$ cat src/hw/rtl/cdq_pkg.sv
// Shared types, constants and index helpers for the circular deque.
`default_nettype none
package cdq_pkg;

	localparam int DEPTH = 1024;
	localparam int IDX_W = (DEPTH > 1) ? $clog2(DEPTH) : 1;
	localparam int CAP_W = 11;
	localparam int DATA_W = 32;
	localparam int ADDR_W = 2;

	localparam logic [CAP_W-1:0] CAP_MAX = CAP_W'(DEPTH);
	localparam logic [CAP_W-1:0] CAP_RESET = CAP_W'(1024) > CAP_MAX ? CAP_MAX : CAP_W'(1024);

	localparam logic [ADDR_W-1:0] REG_CAPACITY = ADDR_W'(0);

	localparam logic [2:0] ACT_PUSH_FRONT = 3'd0;
	localparam logic [2:0] ACT_PUSH_REAR = 3'd1;
	localparam logic [2:0] ACT_POP_FRONT = 3'd2;
	localparam logic [2:0] ACT_POP_REAR = 3'd3;
	localparam logic [2:0] ACT_REPORT = 3'd4;

	typedef struct packed {
		logic [2:0] action;
		logic signed [DATA_W-1:0] value;
	} in_t;

	typedef struct packed {
		logic success;
		logic signed [DATA_W-1:0] front_value;
		logic signed [DATA_W-1:0] rear_value;
		logic is_empty;
		logic is_full;
	} out_t;

	// Advance an index by one, wrapping at the capacity in use.
	function automatic logic [IDX_W-1:0] step_up(input logic [IDX_W-1:0] i,
			input logic [CAP_W-1:0] cap);
		logic [CAP_W-1:0] n;
		n = CAP_W'(i) + CAP_W'(1);
		return (n >= cap) ? '0 : n[IDX_W-1:0];
	endfunction

	// Move an index back by one, wrapping to the last slot in use.
	function automatic logic [IDX_W-1:0] step_down(input logic [IDX_W-1:0] i,
			input logic [CAP_W-1:0] cap);
		logic [CAP_W-1:0] m;
		m = cap - CAP_W'(1);
		return (i == '0) ? m[IDX_W-1:0] : i - IDX_W'(1);
	endfunction

endpackage
`default_nettype wire

$ cat src/hw/rtl/cdq_cfg.sv
// APB register block holding the capacity in use.
`default_nettype none
module cdq_cfg (
	input wire logic clk,
	input wire logic arst_n,
	input wire logic psel,
	input wire logic penable,
	input wire logic pwrite,
	input wire logic [cdq_pkg::ADDR_W-1:0] paddr,
	input wire logic [31:0] pwdata,
	output logic [31:0] prdata,
	output logic pready,
	input wire logic deque_empty,
	output logic [cdq_pkg::CAP_W-1:0] capacity
);

	logic [cdq_pkg::CAP_W-1:0] cap_q;
	logic [cdq_pkg::CAP_W-1:0] wr_cap;
	logic wr_en;

	assign pready = 1'b1;
	assign wr_en = psel && penable && pwrite && (paddr == cdq_pkg::REG_CAPACITY);

	// Clamp the low CAP_W bits of the written value into 1..DEPTH.
	always_comb begin
		wr_cap = pwdata[cdq_pkg::CAP_W-1:0];
		if (wr_cap == '0) begin
			wr_cap = cdq_pkg::CAP_W'(1);
		end else if (wr_cap > cdq_pkg::CAP_MAX) begin
			wr_cap = cdq_pkg::CAP_MAX;
		end
	end

	always_ff @(posedge clk or negedge arst_n) begin
		if (!arst_n) begin
			cap_q <= cdq_pkg::CAP_RESET;
		end else if (wr_en && deque_empty) begin
			cap_q <= wr_cap;
		end
	end

	always_comb begin
		prdata = '0;
		if (paddr == cdq_pkg::REG_CAPACITY) begin
			prdata = 32'(cap_q);
		end
	end

	assign capacity = cap_q;

endmodule
`default_nettype wire

$ cat config.mk
export PLATFORM = sky130hd
export DESIGN_NAME = cdq_cfg
export DESIGN_NICKNAME = d
export VERILOG_FILES = /design/src/hw/rtl/cdq_pkg.sv /design/src/hw/rtl/cdq_cfg.sv
export SDC_FILE = /design/constraint.sdc
export NUM_CORES = 1
export LEC_CHECK = 0
export ABC_AREA = 1
export BUFFER_PORTS_ARGS = -buffer_cell sky130_fd_sc_hd__buf_2
export CORE_MARGIN = 2
export CORE_UTILIZATION = 31
export DETAILED_ROUTE_END_ITERATION = 16
export PLACE_DENSITY = 0.85
export SLEW_MARGIN = 20
export SYNTH_ARGS = -nofsm -noshare
export SYNTH_HDL_FRONTEND = slang
export SYNTH_SLANG_ARGS = --single-unit
export TNS_END_PERCENT = 10
$ cat constraint.sdc
create_clock -name clk -period 0.8 [get_ports clk]
set_input_delay 0.16 -clock clk [delete_from_list [all_inputs] [get_ports clk]]
set_output_delay 0.16 -clock clk [all_outputs]
set_load 0.02 [all_outputs]
==> results.txt, run 1 <==
Synth top area share - 0.314
Post-synth top flop - dfrtp_1
fraction of registers with async set/reset - 1.00
Initial Util - 0.325
CP peak stage delay - 0.53 ns
Min-Delay Path Class - in2reg
clock transition at the registers of the reported paths - 0.07 ns
routed via count - 759
Distinct cells, synth - 16
Post-Syn Instances - 113
Power Dens Cells - 1530 nW/um2
Final HPWL DP - 1410 um
final setup fails - 23
DR iter-0 viols - 8
fin crit period - 1.18 ns
Final Wtd Congestion - 0.825
design area - 1150 um2
register area - 278 um2
max-cap viol count - 0
clock power share - 0.215
die width - 54.7 um
setup TNS - -5.57 ns
unrepaired setup endpoints after global routing - true
P_leak - 0.641 nW
Placed Cells - 186
Worst Hold Launch - pwdata[5]
clk_lat worst skew - 0.27 ns
Ports - 84
grt total ovfl - 0
combinational share of power - 0.389
status - complete, but fails checks
CP bufs+invs - 2
final worst slack - -0.384 ns
Via density - 3.93
Post-DRT Antenna Nets - 0
Sw Share - 0.381
Int Power - 1.09 mW
antenna cells - 0
Synth Cell Area - 797 um2
sequential share of power - 0.397
crit start category - flip-flop
Clock Path Buffers - 2
site row count - 18
area grow syn2layout - 44.7%
largest net degree at the start of global routing - 12
crit path from - capacity[10]
DRC viols - 0
GRT Util Overall - 0.118
# nets final - 204
syn avg cell area - 7.05 um2
port buffer count - 40
core outline area - 2450 um2
sw power - 673 uW
Die Height - 54.7 um
Max VDD drop - 0.000811 V
max FFs per register - 11
drt wl/cell - 9.24 um
most frequent cells after synthesis - 25 x nand2_1, 23 x buf_4, 17 x nor2_1
share of cells above drive strength 1 - 0.472
Non-Filler Instances - 193
vias in the first global route - 582
most common cell in the netlist - nand2_1
top cells by area, synth - dfrtp_1 31%, buf_4 22%, nand2_1 12%
area leader, netlist - dfrtp_1
DP Area - 1040 um2
WP data arrival - 1.02 ns
failing checks - negative setup slack
Num CTS Buffers - 3
H-tree depth - 1
root buf cell - clkbuf_4
Max Clock Freq - 845 MHz
Final Skew - 0 ns
critical path type - reg2out
slowest CP cell - dfstp_2
die area - 2990 um2
Post-Route WL - 1780 um
CP top delay family - flip-flops
CP Capture Type - primary output
total iterations of the first detailed-routing run - 4
Post-synth EDFFs - 0
# clock sinks - 11
crit path max fanout - 2
worst r2r src - capacity[10]
CTS tree - built
Yosys reg bits - 11
global-route wire length before repair - 2390 um
Fin. Hold Viols - 0
initial antenna violation count - 0
sequential area share after synthesis - 0.347
Worst EP required - 0.64 ns
cells along the critical path - inv_2 -> nor2_4 -> buf_6
fin. max-slew vios - 0
Syn. warnings - 0
# fillers - 263
area of the multi-input gates - 394 um2
fin crit share - 1.48
## worst register-to-register path, stage by stage (launching register included)
cell	delay [ns]
dfstp_2	0.53
inv_2	0.05
buf_4	0.12
buf_4	0.12
a21oi_2	0.10
## through the flow
stage / total power [mW] / util / hold WS (ns) / worst slack, ns
6_report: 1.77 / 0.470 / 0.128 / -0.384
5_1_grt: 1.89 / 0.470 / 0.136 / -0.440
4_1_cts: 1.76 / 0.455 / 0.130 / -0.390
3_5_place_dp: 1.33 / 0.423 / 0.0402 / -0.210
3_3_place_gp: 1.32 / 0.423 / 0.0356 / -0.191
2_1_floorplan: 1.19 / - / -0.136 / -0.139
## metal layers
layer,share of wire,GRT usage,up-vias
li1,-,-,391
met3,0.085,0.0519,4
met2,0.51,0.208,33
met4,0.016,0.0625,0
met5,0,0,-
met1,0.38,0.113,331
## cell type report
type	count	area share
repair buffers	51	0.313
clock buffers	4	0.0228
well taps	30	0.0325
flip-flops and latches	11	0.241
multi-input cells	82	0.342
inverters	15	0.0488
## timing repair
action	in CTS	in global routing
hold buffers	1	0
pin swaps	0	5
endpoints found under the setup margin	23	27
gates resized for setup	15	9
endpoints found under the hold margin	11	0
setup buffers	1	1
## worst paths after layout
check | to | slack [ns] | depth (start not counted)
worst max-delay path | prdata[10] | -0.38 | 3
max in group asynchronous | capacity[10] | 0.25 | 2
min in group asynchronous | capacity[0] | 0.29 | 2
worst max register to register | capacity[10] | -0.17 | 4
worst min-delay path | capacity[5] | 0.13 | 3
worst min register to register | capacity[6] | 0.51 | 2
## layout by cell type, fill, tap and decap left out, drive strengths merged, types with 4 or more instances in the layout
master / Yosys / routed
clkbuf: 1 / 4
nand2: 25 / 25
nand3: 11 / 11
dfrtp: 10 / 10
inv: 15 / 15
conb: 2 / 22
buf: 24 / 50
nor2: 20 / 20
## power groups by stage
stage	Clock (mW)	Sequential, mW	Combinational [mW]
global route	0.427	0.712	0.755
finish	0.379	0.701	0.687
floorplan	0	0.797	0.391
CTS	0.389	0.700	0.667
global placement	0	0.705	0.620
detailed placement	0	0.706	0.628
## cells by family (layout without fill, tap and decap cells)
logic type	count (synthesis)	count (layout)	share of synthesized area
and+or+nand+nor	57	57	0.297
other	2	22	0.00942
buffers and inverters	40	70	0.306
DFF	11	11	0.347
AOI/OAI and AO/OA	3	3	0.0408
Note: power is estimated with default switching activity, not from simulation.
==> inputs of run 2 (changes only) <==
--- a/config.mk
+++ b/config.mk
@@ -6,7 +6,7 @@
 export NUM_CORES = 1
 export LEC_CHECK = 0
 export ABC_AREA = 1
-export BUFFER_PORTS_ARGS = -buffer_cell sky130_fd_sc_hd__buf_2
+export BUFFER_PORTS_ARGS = -buffer_cell sky130_fd_sc_hd__buf_4
 export CORE_MARGIN = 2
 export CORE_UTILIZATION = 31
 export DETAILED_ROUTE_END_ITERATION = 16
==> results.txt, run 2 (synthesized netlist as in run 1, its figures left out) <==
WP data arrival - 1.03 ns (about the same)
most frequent cells in the layout - 38 x buf_4, 25 x nand2_1, 22 x conb_1
sw power - 671 uW (-0.39%)
CP Capture Type - primary output
CTS tree - built
site row count - 18 (unchanged)
port buffer count - 40 (unchanged)
max-cap viol count - 0 (unchanged)
Final HPWL DP - 1480 um (+5.2%)
# fillers - 241 (-8.4%)
Die Height - 54.7 um (unchanged)
Fin. Hold Viols - 0 (unchanged)
Post-DRT Antenna Nets - 0 (unchanged)
Worst EP required - 0.64 ns (about the same)
CP bufs+invs - 2 (unchanged)
fin crit share - 1.49 (+0.00598)
GRT Util Overall - 0.136 (+0.0183)
drt wl/cell - 9.35 um (+1.2%)
Post-Route WL - 1810 um (+1.7%)
crit start category - flip-flop
CP top delay family - flip-flops
Final Wtd Congestion - 0.807 (-2.1%)
largest net degree at the start of global routing - 12 (unchanged)
die area - 2990 um2 (unchanged)
Int Power - 1.17 mW (+7.1%)
Power Dens Cells - 1480 nW/um2 (-3.6%)
clk_lat worst skew - 0.26 ns (about the same)
Max VDD drop - 0.000823 V (+1.5%)
status - complete, but fails checks
P_leak - 0.668 nW (+4.2%)
die width - 54.7 um (unchanged)
# clock sinks - 11 (unchanged)
root buf cell - clkbuf_4
reg2reg setup slack - -0.20 ns (-0.03 ns)
routed via count - 762 (+0.40%)
Num CTS Buffers - 3 (unchanged)
total power - 1.84 mW (+4.2%)
slowest CP cell - dfstp_2
Clock Path Buffers - 2 (unchanged)
DRC viols - 0 (unchanged)
final worst slack - -0.389 ns (-0.00478 ns)
core outline area - 2450 um2 (unchanged)
fin. max-slew vios - 0 (unchanged)
antenna cells - 0 (unchanged)
critical path type - reg2out
Via density - 3.93 (-0.12%)
CP peak stage delay - 0.54 ns (about the same)
Ports - 84 (unchanged)
max FFs per register - 11 (unchanged)
Final Skew - 0 ns (unchanged)
vias in the first global route - 696 (+20%)
Min-Delay Path Class - in2reg
# nets final - 205 (+0.49%)
crit path max fanout - 2 (unchanged)
area grow syn2layout - 56.5%
grt total ovfl - 0 (unchanged)
DR iter-0 viols - 5 (-3)
H-tree depth - 1 (unchanged)
initial antenna violation count - 0 (unchanged)
clock transition at the registers of the reported paths - 0.07 ns (about the same)
commonest non-fill, non-tap cell in the layout - buf_4
failing checks - negative setup slack
final core occ - 0.508 (+0.0382)
combinational share of power - 0.419 (+0.030)
Sw Share - 0.364 (-0.0169)
total iterations of the first detailed-routing run - 4 (unchanged)
global-route wire length before repair - 2820 um (+18%)
sequential share of power - 0.382 (-0.015)
share of cells above drive strength 1 - 0.488 (+0.0154)
final setup fails - 23 (unchanged)
unrepaired setup endpoints after global routing - true
Initial Util - 0.325 (unchanged)
clock power share - 0.199 (-0.016)
Max Clock Freq - 841 MHz (-0.40%)
cells along the critical path - inv_2 -> nor2_4 -> buf_6
fin crit period - 1.19 ns (+0.00478 ns)
run 2: cell count changes in the layout (fill, tap and decap cells not counted):
| cell | previous run | this run |
|---|---|---|
| buf_2 | 28 | 0 |
| buf_4 | 12 | 38 |
| buf_6 | 9 | 12 |
| nor2_1 | 6 | 4 |
| nor2_2 | 11 | 13 |
run 2: power groups by stage:
stage	Clock, mW	Combinational [mW]	Sequential [mW]
4_1_cts	0.377	0.751	0.703
2_1_floorplan	0	0.391	0.797
3_5_place_dp	0	0.711	0.712
6_report	0.367	0.772	0.703
3_3_place_gp	0	0.701	0.709
5_1_grt	0.422	0.846	0.713
run 2: layout make-up:
type	instances	area, um2	area share
Multi-Input combinational cell	82	399	0.320
Clock buffer	4	26.3	0.0211
Inverter	15	56.3	0.0451
Timing Repair Buffer	52	450	0.361
Tap cell	30	37.5	0.0301
Sequential cell	11	278	0.223
run 2: path summary, 6_finish.rpt:
check	startpoint	end	cells after the start
worst max-delay path	capacity[10]	prdata[10]	3
worst min-delay path	pwdata[2]	capacity[2]	3
worst max register to register	capacity[10]	capacity[10]	4
worst min register to register	capacity[2]	capacity[2]	2
max in group asynchronous	arst_n	capacity[10]	2
min in group asynchronous	arst_n	capacity[1]	2
run 2: timing repair:
action,4_1_cts,5_1_grt
hold buffers,1,0
setup buffers,2,1
hold endpoints to repair,11,0
pin swaps,1,5
setup endpoints to repair,23,31
resized for setup,5,12
run 2: tightest hold or removal path, stage by stage:
cell,delay (ns)
buf_4,0.08
nand3_1,0.06
nand2_1,0.06
run 2: metrics by stage:
step                cells  instance area, um2  setup slack [ns]  setup TNS [ns]  hold slack, ns
floorplan             133                 937            -0.139           -1.29          -0.136
global placement      186                1140            -0.204           -3.64        -0.00234
detailed placement    186                1140            -0.216           -3.93         0.00206
CTS                   193                1200            -0.399           -5.69           0.129
global route          194                1250            -0.441           -6.81           0.128
finish                194                1250            -0.389           -5.50           0.131
run 2: metal layers:
| layer | track usage | vias up | part of all wire |
|---|---|---|---|
| li1 | - | 395 | - |
| met1 | 0.142 | 332 | 0.37 |
| met2 | 0.246 | 31 | 0.53 |
| met3 | 0.0410 | 4 | 0.084 |
| met4 | 0.0625 | 0 | 0.014 |
| met5 | 0 | - | 0 |
